<file path="src/rtl/dvs_pkg.sv">
// Package: shared constants for the 3D voxel line stepper.
`timescale 1ns / 1ps
`default_nettype none
package dvs_pkg;
  localparam int MAX_SPAN_DEF   = 64;
  localparam int COORD_BITS_DEF = 10;
  localparam int NUM_AXES       = 3;
endpackage
`default_nettype wire

</file>
<file path="src/rtl/dda_line_voxel_stepper_3d_top.sv">
// Top level: 3D integer DDA voxel line stepper with step sequencer.
`timescale 1ns / 1ps
`default_nettype none
// A ray is taken when start is high and busy is low. A ray whose span m (largest
// absolute axis delta) lies in 2..MAX_SPAN gives m-1 results, one per cycle. Busy
// stays high while the sequencer runs. Each result is registered at the end of
// its busy cycle. The last result overlaps the first cycle in which a new ray
// can be taken. A ray of span 0 or 1 gives nothing. A ray longer than MAX_SPAN
// gives a single too_long result in the cycle after the transfer. Neither of
// these raises busy. The rate is set by the per-axis step units, which advance
// each axis by one remainder update per cycle under the step sequencer. Each
// result appears for exactly one cycle with strobe high; the receiver cannot
// stall the block.
module dda_line_voxel_stepper_3d_top #(
  parameter int MAX_SPAN   = dvs_pkg::MAX_SPAN_DEF,
  parameter int COORD_BITS = dvs_pkg::COORD_BITS_DEF
) (
  input  wire logic                  clk,
  input  wire logic                  rst,
  input  wire logic                  start,
  output logic                       busy,
  input  wire logic [COORD_BITS-1:0] start_x,
  input  wire logic [COORD_BITS-1:0] start_y,
  input  wire logic [COORD_BITS-1:0] start_z,
  input  wire logic [COORD_BITS-1:0] end_x,
  input  wire logic [COORD_BITS-1:0] end_y,
  input  wire logic [COORD_BITS-1:0] end_z,
  output logic                       strobe,
  output logic      [COORD_BITS-1:0] floor_x,
  output logic      [COORD_BITS-1:0] floor_y,
  output logic      [COORD_BITS-1:0] floor_z,
  output logic      [COORD_BITS-1:0] ceil_x,
  output logic      [COORD_BITS-1:0] ceil_y,
  output logic      [COORD_BITS-1:0] ceil_z,
  output logic                       last,
  output logic                       too_long
);
  import dvs_pkg::*;

  localparam int SPAN_BITS = $clog2(MAX_SPAN + 1);

  typedef enum logic {ST_IDLE, ST_RUN} state_t;

  state_t state;

  logic [NUM_AXES-1:0][COORD_BITS-1:0] start_pos;
  logic [NUM_AXES-1:0][COORD_BITS-1:0] end_pos;
  logic [NUM_AXES-1:0][SPAN_BITS:0]    setup_delta;
  logic [SPAN_BITS-1:0]                setup_span;
  logic                                setup_long;
  logic                                setup_short;

  logic [COORD_BITS-1:0] pos       [NUM_AXES];
  logic [SPAN_BITS-1:0]  rem       [NUM_AXES];
  logic [SPAN_BITS:0]    delta     [NUM_AXES];
  logic [COORD_BITS-1:0] pos_next  [NUM_AXES];
  logic [SPAN_BITS-1:0]  rem_next  [NUM_AXES];
  logic [COORD_BITS-1:0] pos_ceil  [NUM_AXES];
  logic [COORD_BITS-1:0] floor_q   [NUM_AXES];
  logic [COORD_BITS-1:0] ceil_q    [NUM_AXES];
  logic [SPAN_BITS-1:0]  span;
  logic [SPAN_BITS-1:0]  step;
  logic                  final_step;

  assign start_pos = {start_z, start_y, start_x};
  assign end_pos   = {end_z, end_y, end_x};

  dvs_setup #(
    .MAX_SPAN  (MAX_SPAN),
    .COORD_BITS(COORD_BITS),
    .SPAN_BITS (SPAN_BITS)
  ) u_setup (
    .start_pos(start_pos),
    .end_pos  (end_pos),
    .delta    (setup_delta),
    .span     (setup_span),
    .too_long (setup_long),
    .short_ray(setup_short)
  );

  for (genvar a = 0; a < NUM_AXES; a++) begin : g_axis
    dvs_axis_step #(
      .COORD_BITS(COORD_BITS),
      .SPAN_BITS (SPAN_BITS)
    ) u_step (
      .pos     (pos[a]),
      .rem     (rem[a]),
      .delta   (delta[a]),
      .span    (span),
      .pos_next(pos_next[a]),
      .rem_next(rem_next[a]),
      .pos_ceil(pos_ceil[a])
    );
  end

  assign final_step = (step == SPAN_BITS'(span - 1'b1));
  assign busy       = (state != ST_IDLE);

  always_ff @(posedge clk) begin
    if (rst) begin
      state  <= ST_IDLE;
      strobe <= 1'b0;
    end else begin
      strobe <= 1'b0;
      case (state)
        ST_IDLE: begin
          if (start) begin
            for (int a = 0; a < NUM_AXES; a++) begin
              pos[a]   <= start_pos[a];
              rem[a]   <= '0;
              delta[a] <= setup_delta[a];
            end
            span <= setup_span;
            step <= SPAN_BITS'(1);
            if (setup_long) begin
              strobe   <= 1'b1;
              last     <= 1'b1;
              too_long <= 1'b1;
              for (int a = 0; a < NUM_AXES; a++) begin
                floor_q[a] <= '0;
                ceil_q[a]  <= '0;
              end
            end else if (!setup_short) begin
              state <= ST_RUN;
            end
          end
        end
        ST_RUN: begin
          for (int a = 0; a < NUM_AXES; a++) begin
            pos[a]     <= pos_next[a];
            rem[a]     <= rem_next[a];
            floor_q[a] <= pos_next[a];
            ceil_q[a]  <= pos_ceil[a];
          end
          step     <= SPAN_BITS'(step + 1'b1);
          strobe   <= 1'b1;
          last     <= final_step;
          too_long <= 1'b0;
          if (final_step) begin
            state <= ST_IDLE;
          end
        end
        default: begin
          state <= ST_IDLE;
        end
      endcase
    end
  end

  assign floor_x = floor_q[0];
  assign floor_y = floor_q[1];
  assign floor_z = floor_q[2];
  assign ceil_x  = ceil_q[0];
  assign ceil_y  = ceil_q[1];
  assign ceil_z  = ceil_q[2];
endmodule
`default_nettype wire

</file>
<file path="src/rtl/dvs_setup.sv">
// Ray setup: per-axis deltas, span and short/long classification.
`timescale 1ns / 1ps
`default_nettype none
module dvs_setup #(
  parameter int MAX_SPAN   = dvs_pkg::MAX_SPAN_DEF,
  parameter int COORD_BITS = dvs_pkg::COORD_BITS_DEF,
  parameter int SPAN_BITS  = $clog2(MAX_SPAN + 1)
) (
  input  wire logic [dvs_pkg::NUM_AXES-1:0][COORD_BITS-1:0] start_pos,
  input  wire logic [dvs_pkg::NUM_AXES-1:0][COORD_BITS-1:0] end_pos,
  output logic      [dvs_pkg::NUM_AXES-1:0][SPAN_BITS:0]    delta,
  output logic      [SPAN_BITS-1:0]                         span,
  output logic                                              too_long,
  output logic                                              short_ray
);
  import dvs_pkg::*;

  localparam int AW = ((COORD_BITS > SPAN_BITS) ? COORD_BITS : SPAN_BITS) + 1;

  logic signed [AW-1:0] diff [NUM_AXES];
  logic        [AW-1:0] mag  [NUM_AXES];
  logic        [AW-1:0] mag_max;

  always_comb begin
    mag_max = '0;
    for (int a = 0; a < NUM_AXES; a++) begin
      diff[a] = signed'(AW'(end_pos[a])) - signed'(AW'(start_pos[a]));
      mag[a]  = diff[a][AW-1] ? AW'(-diff[a]) : AW'(diff[a]);
      delta[a] = diff[a][SPAN_BITS:0];
      if (mag[a] > mag_max) begin
        mag_max = mag[a];
      end
    end
  end

  assign too_long  = (mag_max > AW'(MAX_SPAN));
  assign span      = mag_max[SPAN_BITS-1:0];
  assign short_ray = !too_long && (mag_max < AW'(2));
endmodule
`default_nettype wire

</file>
<file path="src/rtl/dvs_axis_step.sv">
// Step unit: advances one axis by its delta in units of 1/span voxel.
`timescale 1ns / 1ps
`default_nettype none
module dvs_axis_step #(
  parameter int COORD_BITS = dvs_pkg::COORD_BITS_DEF,
  parameter int SPAN_BITS  = 7
) (
  input  wire logic [COORD_BITS-1:0] pos,
  input  wire logic [SPAN_BITS-1:0]  rem,
  input  wire logic [SPAN_BITS:0]    delta,
  input  wire logic [SPAN_BITS-1:0]  span,
  output logic      [COORD_BITS-1:0] pos_next,
  output logic      [SPAN_BITS-1:0]  rem_next,
  output logic      [COORD_BITS-1:0] pos_ceil
);
  localparam int RW = SPAN_BITS + 2;

  logic signed [RW-1:0] sum;
  logic signed [RW-1:0] span_s;
  logic signed [RW-1:0] fixed;

  always_comb begin
    span_s   = signed'({2'b00, span});
    sum      = signed'({2'b00, rem}) + signed'({delta[SPAN_BITS], delta});
    fixed    = sum;
    pos_next = pos;
    if (sum >= span_s) begin
      fixed    = sum - span_s;
      pos_next = pos + 1'b1;
    end else if (sum < 0) begin
      fixed    = sum + span_s;
      pos_next = pos - 1'b1;
    end
    rem_next = fixed[SPAN_BITS-1:0];
    pos_ceil = pos_next + COORD_BITS'(rem_next != '0);
  end
endmodule
`default_nettype wire

</file>
<file path="config.mk">
export PLATFORM = sky130hd
export DESIGN_NAME = dda_line_voxel_stepper_3d_top
export DESIGN_NICKNAME = d
export VERILOG_FILES = /design/src/rtl/dvs_pkg.sv /design/src/rtl/dda_line_voxel_stepper_3d_top.sv /design/src/rtl/dvs_setup.sv /design/src/rtl/dvs_axis_step.sv
export SDC_FILE = /design/constraint.sdc
export NUM_CORES = 1
export LEC_CHECK = 0
export BUFFER_PORTS_ARGS = -buffer_cell sky130_fd_sc_hd__buf_2
export CAP_MARGIN = 30
export CORE_MARGIN = 8
export CORE_UTILIZATION = 30
export CTS_BUF_LIST = sky130_fd_sc_hd__clkbuf_2
export DETAILED_ROUTE_END_ITERATION = 6
export PLACE_DENSITY_LB_ADDON = 0.05
export REMOVE_ABC_BUFFERS = 1
export SLEW_MARGIN = 0
export SYNTH_ARGS = -nofsm -noshare
export SYNTH_HDL_FRONTEND = slang
export SYNTH_HIERARCHICAL = 1
export SYNTH_SLANG_ARGS = --single-unit
</file>
<file path="constraint.sdc">
create_clock -name clk -period 9.5 [get_ports clk]
set_input_delay 0.475 -clock clk [delete_from_list [all_inputs] [get_ports clk]]
set_output_delay 0.475 -clock clk [all_outputs]
set_load 0.05 [all_outputs]
</file>
### Word-level counts from Yosys, hierarchy flattened

Memory sizes are Yosys's and may differ from the RTL's.
Cells that the tools add are included.

| word-level totals | value |
|---|---|
| output and inout bits | 64 |
| register bits after elaboration | 18 |
| memory bits (writable) | 135 |
| bits of input ports | 63 |
| memories | 5 |

| cells by class | value |
|---|---|
| equal/unequal tests | 3 |
| order comparisons | 11 |
| reductions and logical operators | 8 |
| muxes and demuxes | 54 |
| add/subtract/negate cells | 26 |
| bitwise operators | 14 |

Memory list:

| name | words | bits a word | rd ports | clocked after Yosys merged registers in | wr ports | RTL line | RTL |
|---|---|---|---|---|---|---|---|
| ceil_q | 3 | 10 | 3 | 0 | 3 | dda_line_voxel_stepper_3d_top.sv:60 | `logic [COORD_BITS-1:0] ceil_q [NUM_AXES];` |
| floor_q | 3 | 10 | 3 | 0 | 3 | dda_line_voxel_stepper_3d_top.sv:59 | `logic [COORD_BITS-1:0] floor_q [NUM_AXES];` |
| pos | 3 | 10 | 3 | 0 | 3 | dda_line_voxel_stepper_3d_top.sv:53 | `logic [COORD_BITS-1:0] pos [NUM_AXES];` |
| delta | 3 | 8 | 3 | 0 | 3 | dda_line_voxel_stepper_3d_top.sv:55 | `logic [SPAN_BITS:0] delta [NUM_AXES];` |
| rem | 3 | 7 | 3 | 0 | 3 | dda_line_voxel_stepper_3d_top.sv:54 | `logic [SPAN_BITS-1:0] rem [NUM_AXES];` |

Operators by type and width:

| operator | count |
|---|---|
| 10-bit 2-to-1 mux | 15 |
| 7-bit 2-to-1 mux | 10 |
| 11-bit 2-to-1 mux | 6 |
| 11-bit negation | 3 |
| 10-bit by 10-bit subtractor with 11-bit output | 3 |
| 10-bit by 1-bit adder with 10-bit output | 3 |
| 10-bit by 1-bit adder with 10-bit output (second input constant) | 3 |
| 10-bit by 1-bit subtractor with 10-bit output (second input constant) | 3 |
| 8-bit by 8-bit adder with 9-bit output | 3 |
| 9-bit by 8-bit greater-or-equal comparator with 1-bit output | 3 |
| 9-bit by 1-bit < comparator with 1-bit output (second input constant) | 3 |
| 11-bit greater-than comparator | 2 |
| 7-bit adder | 3 |
| 7-bit nonzero test | 3 |
| 7-bit subtractor | 3 |
| 1-bit 2-to-1 mux | 18 |
| 7-bit one-hot mux with 2 select lines | 1 |
| 1-bit OR | 12 |
| 11-bit by 1-bit greater-than comparator with 1-bit output (second input constant) | 1 |
| 11-bit by 7-bit greater-than comparator with 1-bit output (second input constant) | 1 |
| 11-bit by 2-bit < comparator with 1-bit output (second input constant) | 1 |
| 1-bit one-hot mux with 2 select lines | 4 |
| 7-bit by 1-bit adder with 7-bit output (second input constant) | 1 |
| 7-bit == test | 1 |
| 8 further kinds | 10 |

### Logic depth before layout (Yosys ltp)

Gate-level depths: netlist of run 1.

| depth | value |
|---|---|
| word-level depth | 16 |
| mapped depth | 31 |

### Hierarchy

Netlist of run 1, hierarchy kept.

By module, submodules not included:

| module | area an instance (um^2) | cells an instance | instances | seq. area each (um^2) |
|---|---|---|---|---|
| dda_line_voxel_stepper_3d_top | 5,880.6 | 336 | 1 | 4,574.4 |
| dvs_setup | 3,503.4 | 479 | 1 | 0.0 |
| dvs_axis_step (g_axis[0].u_step ...) | 1,530.2 | 202 | 2 | 0.0 |
| dvs_axis_step (g_axis[1].u_step) | 1,550.2 | 222 | 1 | 0.0 |

### Least setup slack after synthesis of run 1

Ideal clock, no wire load.

| timing path | value |
|---|---|
| path kind | input-to-reg |
| from | in end_y[0] |
| to | mem ceil_q[0][0] (netlist name) (enable) |
| setup time | 422 ps |
| slack | 1,603 ps |
| arrival time | 7,475 ps |
| stages | 27 |
| required time | 9,078 ps |
| cell sequence | inv_1 > ha_1 > fa_1 > nand2b_1 > a21oi_1 > mux2i_1 > nor2_1 > a41oi_2 > xor2_1 > ha_1 > and4_4 > a2111oi_4 > nand2b_1 > o21a_1 > buf_2 > nor3_1 > or2_2 > ha_1 > a211o_1 > a21oi_1 > a211oi_1 > or2_2 > clkbuf_8 > o221ai_1 > o31ai_1 > or3b_1 > o21a_1 |

RTL lines:

| what | RTL line | RTL |
|---|---|---|
| from (decl) | dda_line_voxel_stepper_3d_top.sv:26 | `input wire logic [COORD_BITS-1:0] end_y,` |
| to (decl) | dda_line_voxel_stepper_3d_top.sv:60 |  |

==> run summary, run 1 <==
STA
• **final setup fails** 0
• **fraction of the cycle the final worst path needs** 84.1%
• **final-report max-slew violation count** 0
• **shortest clock period the worst path allows after layout** 7990 ps
• **unrepaired setup endpoints after global routing** no
• **measured slew at the worst slew-check pin** 925 ps
• **number of hold-slack violations in the final timing report** 0
• **largest clock skew in the final design** 53.7 ps
• **final setup margin** 1510 ps
• **achievable frequency** 125 MHz
• **Slew headroom** 38.4%
• **Setup TNS Final** 0 ps

Power and ir drop
• **Final Total Pwr** 4.54 mW
• **static power due to leakage** 6.41 nW
• **Power Dens Cells** 286 mW/mm2
• **highest ir drop seen on vdd** 0.000136 V

Global routing
• **Overflow after GRT** 0
• **initial antenna violation count** 2
• **via count of the first global-routing pass** 11163
• **first-pass GRT wire length** 63900 um
• **Tot GR Track Use** 15.3%
• **maximum number of pins on one net before global-route repair** 61

Worst setup path
• **delay of the slowest cell on the worst path** 580 ps
• **Critical Path AT** 8720 ps
• **worst flop-to-flop path endpoint** ceil_q[0][14]
• **worst reg2reg path depth** 20
• **setup slack of the worst register-to-register path** 3620 ps
• **cell at the slowest stage of the critical path** sky130_fd_sc_hd__o21a_1
• **Max FO, Critical Path** 34
• **source of the worst register-to-register timing path** rem[0][7]
• **WS Path Type** primary input to flip-flop
• **critical path capture point type** flip-flop
• **startpoint types** primary input
• **Required @ worst endpoint** 10230 ps

Yosys
• **async set-reset flop share out of synthesis** 0%
• **proportion of netlist area held by the largest area contributor** 32.4%
• **EDFF count, synth** 151
• **number of warnings issued by yosys** 6
• **Synth area leader** sky130_fd_sc_hd__edfxtp_1
• **most common library cells after synthesis** sky130_fd_sc_hd__edfxtp_1 (151), sky130_fd_sc_hd__ha_1 (129), sky130_fd_sc_hd__inv_1 (119), sky130_fd_sc_hd__and2_1 (96), sky130_fd_sc_hd__nor2_1 (92)
• **Avg Synthesized Cell Area** 9.71 um2
• **proportion of synthesized chip area in sequential cells** 32.7%
• **FF+latch count, synth** 153
• **primary flip-flop cell chosen by synthesis mapping** sky130_fd_sc_hd__edfxtp_1
• **largest cells by area after synthesis** sky130_fd_sc_hd__edfxtp_1 (32%), sky130_fd_sc_hd__ha_1 (12%), sky130_fd_sc_hd__xnor2_1 (5.3%)
• **Syn Inst Count** 1441
• **most frequent cell after synthesis** sky130_fd_sc_hd__edfxtp_1
• **Post-Synthesis Cell Area** 0.0140 mm2
• **distinct cell type count of the synthesized netlist** 114

Worst hold path
• **sink of the worst hold path** delta[0][4]
• **instance count along the most critical hold path** 3
• **worst hold path type** primary input to flip-flop
• **beginning of the worst hold path** end_x[4]

Finish
• **combined flip-flop and latch cell area** 0.00457 mm2
• **fraction of final layout cells with drive strength greater than 1** 17.3%
• **FILL cells** 4829
• **post-route design area** 0.0159 mm2
• **Final nets** 1807
• **Util after Layout** 34.4%
• **layout overhead on the synthesized area** 13.6%
• **Multi-input gate area** 0.00876 mm2

CTS
• **CTS clock-pin slew for the worst setup and hold paths** 210 ps
• **CTS tree** done
• **post-CTS setup-driven buffer insertion count** 0
• **sink count of the clock tree** 153
• **CTS H-tree depth** 4
• **clk_lat worst skew** 1000 ps
• **Max Buffers Root-to-Sink** 2
• **Root Driver** sky130_fd_sc_hd__clkbuf_2
• **cts bufs inserted** 17

Floorplan
• **number of placement rows** 79
• **initial core utilization** 30.3%
• **area of the die** 0.0538 mm2
• **placeable core region** 0.0463 mm2
• **die outline width** 232 um
• **die height** 232 um
• **top-level port count** 127

Drt
• **detailed-route DRC error count** 0
• **Iteration-0 DRC Markers** 544
• **count of vias placed by the detailed router** 11204
• **via/cell ratio** 5.03
• **average wire per cell in the routed design** 18.4 um
• **post-route ant nets** 0
• **total wire length after detailed routing** 41000 um
• **length of the first detailed-routing pass in iterations** 5

Place
• **HPWL after detailed placement** 31900 um
• **placed cell area** 0.0153 mm2
• **number of buffers inserted by port buffering** 126
• **worst slack at placement** 1080 ps
• **gp weighted congestion** 0.828

Run status
• **run status** completed

Job
• **reported max-cap violation count** 0

registers in the layout (all words and copies together) (netlist names), 7 cells and up:
signal and cells:
floor_q 30, delta 24, pos 30, rem 21
ceil_q 30, span 7, step 7
layer usage:
metal	GRT usage, %	share of wire [%]	up-vias
met2	25.2	47	170
met1	19.9	48	5351
met5	0	0	-
met3	3.03	3.1	32
met4	4.80	1.8	0
li1	-	-	5651
timing repair:
action,4_1_cts,5_1_grt
resized for setup,0,0
endpoints found under the hold margin,62,0
hold buffers,43,0
report_power, final:
| group | internal, mW | total (mW) | switching [mW] |
|---|---|---|---|
| clock | 0.0922 | 0.361 | 0.269 |
| sequential | 0.959 | 1.09 | 0.127 |
| combinational | 1.11 | 3.10 | 1.98 |
cell families after synthesis:
family | count (synthesis) | share of synthesized area (%)
AOI/OAI and AO/OA | 355 | 19.2
xor gates and xnor gates | 117 | 7.43
adders and majority gates | 141 | 13.2
buffers and inverters | 158 | 4.89
DFF | 153 | 32.7
muxes | 49 | 3.79
and+or+nand+nor | 468 | 18.8
worst max-delay path: cells and delay by family:
kind	cells	cell delay, ps
xor gates and xnor gates	1	230
AOI/OAI and AO/OA	10	2870
and+or+nand+nor	10	2810
buffers and inverters	3	890
adders and majority gates	4	1370
how the worst max path moves through the flow:
stage                    start       endpoint  slack, ps
global route        start_y[0]   ceil_q[0][8]       1070
finish              start_y[0]   ceil_q[0][8]       1510
floorplan             end_y[0]   ceil_q[0][0]       1620
detailed placement  start_y[0]  floor_q[0][3]       1080
CTS                 start_y[0]  floor_q[0][7]       1710
global placement    start_y[0]  floor_q[0][4]       1170
final cells by class:
cell class | instances | share of cell area, %
antenna | 4 | 0.0630
clock buffer | 18 | 0.567
clock inverter | 14 | 0.661
inverter | 124 | 2.93
multi-input combinational | 1130 | 55.1
sequential | 153 | 28.8
tap | 607 | 4.78
timing repair buffer | 177 | 7.13
layout by cell type, fill, tap and decap left out, types with 8 or more instances in the layout:
cell type and instances:
sky130_fd_sc_hd__nor4_1 14, sky130_fd_sc_hd__nor2b_1 13, sky130_fd_sc_hd__o21bai_1 10, sky130_fd_sc_hd__a21oi_1 74, sky130_fd_sc_hd__nand3_1 26, sky130_fd_sc_hd__nor2_1 91
sky130_fd_sc_hd__dlygate4sd3_1 43, sky130_fd_sc_hd__and2_1 96, sky130_fd_sc_hd__fa_1 12, sky130_fd_sc_hd__a211o_1 9, sky130_fd_sc_hd__xnor2_1 84, sky130_fd_sc_hd__a211oi_1 15
sky130_fd_sc_hd__buf_2 126, sky130_fd_sc_hd__edfxtp_1 151, sky130_fd_sc_hd__mux2_2 32, sky130_fd_sc_hd__or4_1 10, sky130_fd_sc_hd__o211ai_1 17, sky130_fd_sc_hd__a21o_1 21
sky130_fd_sc_hd__nor3_1 29, sky130_fd_sc_hd__nand2b_1 14, sky130_fd_sc_hd__o31ai_1 8, sky130_fd_sc_hd__o21ai_0 58, sky130_fd_sc_hd__a31oi_1 12, sky130_fd_sc_hd__nand4_1 18
sky130_fd_sc_hd__ha_1 129, sky130_fd_sc_hd__or3_1 13, sky130_fd_sc_hd__nand2_1 73, sky130_fd_sc_hd__inv_1 119, sky130_fd_sc_hd__and3_1 13, sky130_fd_sc_hd__xor2_1 31
sky130_fd_sc_hd__mux2i_1 17, sky130_fd_sc_hd__clkbuf_2 18, sky130_fd_sc_hd__o21a_1 19
metrics by stage:
stage / cells / hold slack (ps)
3_3_place_gp: 2147 / 594
2_1_floorplan: 1407 / 587
6_report: 2227 / 199
3_5_place_dp: 2148 / 597
5_1_grt: 2227 / 74.0
4_1_cts: 2223 / 2.29
Note: power is estimated with default switching activity, not from simulation.
==> inputs of run 2 (changes only) <==
==> constraint.sdc (replaced) <==
create_clock -name clk -period 7.2 [get_ports clk]
set_input_delay 0.36 -clock clk [delete_from_list [all_inputs] [get_ports clk]]
set_output_delay 0.36 -clock clk [all_outputs]
set_load 0.05 [all_outputs]
==> run summary, run 2 (synthesis gave the netlist of run 1 again) <==
Global routing
• **Overflow after GRT** 0, unchanged
• **maximum number of pins on one net before global-route repair** 67, +9.8%
• **via count of the first global-routing pass** 11561, +3.6%
• **Tot GR Track Use** 15.5%, +0.21 points
• **first-pass GRT wire length** 65600 um, +2.6%
• **initial antenna violation count** 2, unchanged

Power and ir drop
• **Power Dens Cells** 382 mW/mm2, +33%
• **total internal power** 3.08 mW, +42%
• **clock network fraction of total power** 8.3%, +0.4 points
• **highest ir drop seen on vdd** 0.000178 V, +31%
• **static power due to leakage** 6.72 nW, +4.9%
• **combinational fraction of design power** 69.3%, +1.1 points
• **total net switching power** 3.21 mW, +35%
• **Final Total Pwr** 6.29 mW, +38%
• **sequential group share of total power** 22.4%, -1.5 points
• **fraction of power spent switching nets** 51.0%, -1.4 points

Floorplan
• **area of the die** 0.0538 mm2, unchanged
• **die outline width** 232 um, unchanged
• **placeable core region** 0.0463 mm2, unchanged
• **number of placement rows** 79, unchanged
• **initial core utilization** 30.3%, unchanged
• **top-level port count** 127, unchanged
• **die height** 232 um, unchanged

Run status
• **run status** completed

Drt
• **detailed-route DRC error count** 0, unchanged
• **average wire per cell in the routed design** 18.0 um, -2.4%
• **count of vias placed by the detailed router** 11293, +0.79%
• **total wire length after detailed routing** 41000 um, about the same
• **via/cell ratio** 4.95, -1.6%
• **length of the first detailed-routing pass in iterations** 5, unchanged
• **Iteration-0 DRC Markers** 510, -6.3%
• **post-route ant nets** 0, unchanged

Worst hold path
• **instance count along the most critical hold path** 4, +1
• **sink of the worst hold path** delta[0][21]
• **beginning of the worst hold path** end_z[5]
• **worst hold path type** primary input to flip-flop

STA
• **unrepaired setup endpoints after global routing** no
• **measured slew at the worst slew-check pin** 758 ps, -167 ps
• **shortest clock period the worst path allows after layout** 6930 ps
• **largest clock skew in the final design** 42.1 ps, -11.5 ps
• **fraction of the cycle the final worst path needs** 96.2%
• **achievable frequency** 144 MHz
• **Slew headroom** 49.5%, +11 points
• **number of hold-slack violations in the final timing report** 0, unchanged
• **final setup margin** 275 ps, -1240 ps
• **final-report max-slew violation count** 0, unchanged
• **Setup TNS Final** 0 ps, unchanged
• **final setup fails** 0, unchanged

CTS
• **Max Buffers Root-to-Sink** 2, unchanged
• **CTS H-tree depth** 4, unchanged
• **CTS tree** done
• **sink count of the clock tree** 153, unchanged
• **Root Driver** sky130_fd_sc_hd__clkbuf_2
• **post-CTS setup-driven buffer insertion count** 0, unchanged
• **CTS clock-pin slew for the worst setup and hold paths** 250 ps, +40 ps
• **cts bufs inserted** 17, unchanged
• **clk_lat worst skew** 970 ps, -30 ps

Worst setup path
• **WS Path Type** primary input to flip-flop
• **delay of the slowest cell on the worst path** 540 ps, -40 ps
• **startpoint types** primary input
• **source of the worst register-to-register timing path** rem[0][7]
• **Max FO, Critical Path** 21, -38%
• **most common cell type on the critical path** sky130_fd_sc_hd__ha_1
• **critical path capture point type** flip-flop
• **worst reg2reg path depth** 20, unchanged
• **cell at the slowest stage of the critical path** sky130_fd_sc_hd__dlygate4sd3_1
• **worst flop-to-flop path endpoint** ceil_q[0][14]
• **Critical Path AT** 7660 ps, -1060 ps
• **setup slack of the worst register-to-register path** 1390 ps, -2230 ps
• **Required @ worst endpoint** 7940 ps, -2290 ps

Finish
• **layout overhead on the synthesized area** 17.8%
• **Largest regs** ceil_q x30, floor_q x30, pos x30
• **fraction of final layout cells with drive strength greater than 1** 20.2%, +3.0 points
• **most common library cell in the layout ignoring fill and taps** sky130_fd_sc_hd__edfxtp_1
• **post-route design area** 0.0165 mm2, +3.7%
• **most used cells in the layout excluding fill and tap cells** sky130_fd_sc_hd__edfxtp_1 (151), sky130_fd_sc_hd__ha_1 (129), sky130_fd_sc_hd__buf_2 (126), sky130_fd_sc_hd__inv_1 (119), sky130_fd_sc_hd__and2_1 (96)
• **Final nets** 1862, +3.0%

Job
• **reported max-cap violation count** 0, unchanged

Place
• **placed cell area** 0.0156 mm2, +2.3%
• **HPWL after detailed placement** 32200 um, +0.93%
• **number of buffers inserted by port buffering** 126, unchanged
• **worst slack at placement** -463 ps, -1550 ps
• **gp weighted congestion** 0.833, +0.64%

==> run 2: changes by cell type in the layout (fill, tap and decap cells not counted), sizes merged <==
| cell | previous run | this run |
|---|---|---|
| buf | 134 | 179 |
| dlygate4sd3 | 43 | 53 |
| bufinv | 1 | 2 |
| clkbuf | 18 | 17 |
| clkinv | 9 | 10 |
| clkinvlp | 2 | 1 |
| diode | 4 | 3 |
==> run 2: through the flow <==
stage / hold slack (ps) / utilization, % / cells
after floorplan: 580 / - / 1407
after global placement: 588 / 33.8 / 2192
after detailed placement: 595 / 33.8 / 2192
after CTS: 6.82 / 35.4 / 2277
after global routing: 66.4 / 35.6 / 2281
final: 213 / 35.6 / 2281
==> run 2: area by class of cell <==
class                   instances  area [um2]
well taps                     607         759
fillers                      4811       29800
clock inverters                15         151
multi-input cells            1130        8830
inverters                     124         465
repair buffers                232        1620
diodes                          3        7.51
flip-flops and latches        153        4570
clock buffers                  17        85.1
==> run 2: worst max-delay path by stage <==
stage / startpoint / to / slack (ps) / depth (start not counted)
2_1_floorplan: end_y[0] / ceil_q[0][0] / -560 / 26
3_3_place_gp: start_y[0] / busy / -380 / 29
3_5_place_dp: start_y[0] / busy / -460 / 29
4_1_cts: start_y[1] / busy / 90 / 31
5_1_grt: start_y[0] / ceil_q[0][13] / 10 / 30
6_report: start_y[0] / ceil_q[0][13] / 270 / 29
==> run 2: power by group through the flow <==
stage | Sequential (mW) | Clock (mW) | Combinational [mW]
after floorplan | 1.82 | 0 | 2.61
after global placement | 1.44 | 0 | 4.31
after detailed placement | 1.44 | 0 | 4.29
after CTS | 1.42 | 0.563 | 4.35
after global routing | 1.44 | 0.588 | 4.83
final | 1.41 | 0.520 | 4.36
==> run 2: timing repair <==
action,CTS,global route
gates resized for setup,0,13
hold buffers,53,0
endpoints found under the setup margin,0,54
hold endpoints to repair,87,0
==> run 2: metal layers <==
layer | wire, um | GRT usage [%]
met1 | 19900 | 20.6
met2 | 19500 | 25.6
met3 | 1220 | 2.97
met4 | 398 | 3.88
met5 | 0 | 0
==> run 2: critical path, delay by kind of cell <==
family	cells	cell delay (ps)
adder cells (fa/ha/maj)	4	1300
AND/OR/NAND/NOR	8	1880
buffers and inverters	4	1030
XOR/XNOR	1	250
AO/OA/AOI/OAI	12	2820
==> inputs of run 3 (changes only) <==
--- a/config.mk
+++ b/config.mk
@@ -5,6 +5,7 @@
 export SDC_FILE = /design/constraint.sdc
 export NUM_CORES = 1
 export LEC_CHECK = 0
+export ABC_AREA = 1
 export BUFFER_PORTS_ARGS = -buffer_cell sky130_fd_sc_hd__buf_2
 export CAP_MARGIN = 30
 export CORE_MARGIN = 8
==> run summary, run 3 <==
Worst setup path
• **source of the worst register-to-register timing path** rem[0][0]
• **Critical Path AT** 7350 ps, -310 ps
• **worst reg2reg path depth** 29, +45%
• **critical path capture point type** flip-flop
• **delay of the slowest cell on the worst path** 620 ps, +80 ps
• **cell at the slowest stage of the critical path** sky130_fd_sc_hd__dlygate4sd3_1
• **Required @ worst endpoint** 7900 ps, -40 ps
• **worst flop-to-flop path endpoint** ceil_q[0][8]
• **Max FO, Critical Path** 38, +81%
• **setup slack of the worst register-to-register path** 2160 ps, +770 ps
• **WS Path Type** primary input to flip-flop
• **most common cell type on the critical path** sky130_fd_sc_hd__nand2_1
• **startpoint types** primary input

Place
• **placed cell area** 0.0170 mm2, +9.0%
• **HPWL after detailed placement** 37000 um, +15%
• **gp weighted congestion** 0.828, -0.59%
• **number of buffers inserted by port buffering** 126, unchanged
• **cell total after placement** 3021, +38%
• **worst slack at placement** 440 ps, +903 ps

Yosys
• **FF+latch count, synth** 153, unchanged
• **EDFF count, synth** 151, unchanged
• **distinct cell type count of the synthesized netlist** 49, -57%
• **most common library cells after synthesis** sky130_fd_sc_hd__nand2_1 (636), sky130_fd_sc_hd__inv_1 (346), sky130_fd_sc_hd__nor2_1 (213), sky130_fd_sc_hd__nand3_1 (171), sky130_fd_sc_hd__edfxtp_1 (151)
• **primary flip-flop cell chosen by synthesis mapping** sky130_fd_sc_hd__edfxtp_1
• **most frequent cell after synthesis** sky130_fd_sc_hd__nand2_1
• **Post-Synthesis Cell Area** 0.0158 mm2, +13%
• **proportion of netlist area held by the largest area contributor** 28.6%, -3.8 points
• **proportion of synthesized chip area in sequential cells** 28.9%, -3.8 points
• **Avg Synthesized Cell Area** 7.04 um2, -28%
• **number of warnings issued by yosys** 6, unchanged
• **async set-reset flop share out of synthesis** 0%, unchanged
• **Syn Inst Count** 2249, +56%
• **largest cells by area after synthesis** sky130_fd_sc_hd__edfxtp_1 (29%), sky130_fd_sc_hd__nand2_1 (15%), sky130_fd_sc_hd__ha_1 (10%)
• **Synth area leader** sky130_fd_sc_hd__edfxtp_1

Drt
• **total wire length after detailed routing** 45900 um, +12%
• **length of the first detailed-routing pass in iterations** 7, +2
• **via/cell ratio** 4.58, -7.4%
• **post-route ant nets** 0, unchanged
• **count of vias placed by the detailed router** 14278, +26%
• **detailed-route DRC error count** 0, unchanged
• **average wire per cell in the routed design** 14.7 um, -18%
• **Iteration-0 DRC Markers** 767, +50%

Power and ir drop
• **sequential group share of total power** 25.1%, +2.7 points
• **combinational fraction of design power** 64.2%, -5.1 points
• **fraction of power spent switching nets** 53.3%, +2.3 points
• **total net switching power** 2.67 mW, -17%
• **Final Total Pwr** 5.00 mW, -20%
• **Power Dens Cells** 280 mW/mm2, -27%
• **total internal power** 2.34 mW, -24%
• **clock network fraction of total power** 10.7%, +2.4 points
• **static power due to leakage** 9.08 nW, +35%
• **highest ir drop seen on vdd** 0.0000966 V, -46%

Finish
• **most used cells in the layout excluding fill and tap cells** sky130_fd_sc_hd__nand2_1 (634), sky130_fd_sc_hd__inv_1 (346), sky130_fd_sc_hd__nor2_1 (213), sky130_fd_sc_hd__nand3_1 (171), sky130_fd_sc_hd__edfxtp_1 (151)
• **layout overhead on the synthesized area** 13.1%
• **Util after Layout** 34.2%, -1.4 points
• **non-filler cells, final** 3116, +37%
• **most common library cell in the layout ignoring fill and taps** sky130_fd_sc_hd__nand2_1
• **Final nets** 2617, +41%
• **Largest regs** ceil_q x30, floor_q x30, pos x30
• **FILL cells** 5790, +20%
• **fraction of final layout cells with drive strength greater than 1** 14.9%, -5.3 points
• **post-route design area** 0.0179 mm2, +8.6%

Floorplan
• **top-level port count** 127, unchanged
• **initial core utilization** 30.2%, about the same
• **number of placement rows** 84, +6.3%
• **die height** 246 um, +5.9%
• **area of the die** 0.0604 mm2, +12%
• **placeable core region** 0.0523 mm2, +13%
• **die outline width** 246 um, +5.9%

STA
• **worst hold slack** 202 ps, -11.0 ps
• **final setup fails** 0, unchanged
• **unrepaired setup endpoints after global routing** no
• **final setup margin** 551 ps, +276 ps
• **largest clock skew in the final design** 51.1 ps, +8.92 ps
• **Setup TNS Final** 0 ps, unchanged
• **number of hold-slack violations in the final timing report** 0, unchanged
• **final-report max-slew violation count** 0, unchanged
• **achievable frequency** 150 MHz, +4.2%
• **shortest clock period the worst path allows after layout** 6650 ps, -276 ps
• **measured slew at the worst slew-check pin** 971 ps, +213 ps
• **fraction of the cycle the final worst path needs** 92.3%, -3.8 points
• **Slew headroom** 34.8%, -15 points

Global routing
• **initial antenna violation count** 2, unchanged
• **met2 capacity usage during global routing** 25.9%, +0.35 points
• **fraction of met1 tracks used by global routing** 20.2%, -0.44 points
• **maximum number of pins on one net before global-route repair** 96, +43%
• **routing layer with the top usage in global route** met2
• **Tot GR Track Use** 15.5%, -0.026 points
• **Overflow after GRT** 0, unchanged
• **first-pass GRT wire length** 74500 um, +14%
• **via count of the first global-routing pass** 14152, +22%
• **global-route track usage on met3** 2.69%, -0.28 points

CTS
• **CTS H-tree depth** 4, unchanged
• **post-CTS setup-driven buffer insertion count** 0, unchanged
• **CTS clock-pin slew for the worst setup and hold paths** 230 ps, -20 ps
• **clk_lat worst skew** 980 ps, about the same
• **Max Buffers Root-to-Sink** 2, unchanged
• **cts bufs inserted** 17, unchanged
• **Root Driver** sky130_fd_sc_hd__clkbuf_2
• **sink count of the clock tree** 153, unchanged
• **CTS tree** done

Job
• **reported max-cap violation count** 0, unchanged

Worst hold path
• **beginning of the worst hold path** end_y[2]
• **instance count along the most critical hold path** 6, +2
• **sink of the worst hold path** delta[0][10]
• **worst hold path type** primary input to flip-flop

Run status
• **run status** completed

run 3: changes by cell type after synthesis, moves of 61 or more:
cell,change
sky130_fd_sc_hd__and2_1,-88
sky130_fd_sc_hd__nand3_1,+145
sky130_fd_sc_hd__inv_1,+227
sky130_fd_sc_hd__xnor2_1,-61
sky130_fd_sc_hd__nor2_1,+121
sky130_fd_sc_hd__nand2_1,+563
run 3: kinds of logic (layout without fill, tap and decap cells):
family | count (synthesis) | after routing | synth area share (%)
simple gates | 1234 | 1234 | 35.6
fa+ha+maj | 141 | 141 | 11.7
xor+xnor | 102 | 102 | 5.69
compound gates | 183 | 183 | 6.44
flops | 153 | 153 | 28.9
other cells | 0 | 2 | 0
buf+inv | 436 | 613 | 11.7
run 3: power by group through the flow:
| stage | combinational [mW] | sequential [mW] | clock (mW) |
|---|---|---|---|
| after floorplan | 2.22 | 1.42 | 0 |
| after global placement | 3.20 | 1.28 | 0 |
| after detailed placement | 3.19 | 1.28 | 0 |
| after CTS | 3.24 | 1.26 | 0.578 |
| after global routing | 3.67 | 1.28 | 0.600 |
| final | 3.21 | 1.26 | 0.534 |
run 3: cell type report:
class	instances	area, um2	share of cell area, %
Clock inverter	13	145	0.811
Tap cell	688	861	4.81
Timing Repair Buffer	193	1310	7.33
Antenna cell	2	5.00	0.0280
Sequential cell	153	4570	25.6
Clock buffer	19	95.1	0.531
Inverter	388	1470	8.23
Multi-Input combinational cell	1660	9430	52.7
run 3: routing by layer:
layer	vias to the layer above	part of all wire (%)
li1	7452	-
met1	6582	48
met2	201	47
met3	43	3.0
met4	0	1.7
met5	-	0
run 3: worst max path at each step:
| stage | start | to | slack, ps |
|---|---|---|---|
| 3_3_place_gp | start_x[0] | floor_q[0][11] | 630 |
| 6_report | start_y[5] | floor_q[0][19] | 550 |
| 3_5_place_dp | start_y[0] | floor_q[0][5] | 440 |
| 5_1_grt | start_y[5] | floor_q[0][5] | 150 |
| 2_1_floorplan | end_x[0] | ceil_q[0][0] | 430 |
| 4_1_cts | start_y[5] | floor_q[0][5] | 420 |
run 3: worst max-delay path, delay by kind of cell:
| family | cells | cell delay, ps |
|---|---|---|
| compound gates | 4 | 820 |
| buf+inv | 9 | 2550 |
| fa+ha+maj | 3 | 940 |
| simple gates | 22 | 2590 |
run 3: repair_timing:
| action | CTS | global route |
|---|---|---|
| endpoints found under the setup margin | 0 | 63 |
| hold buffers | 60 | 0 |
| hold endpoints to repair | 94 | 0 |
| resized for setup | 0 | 4 |
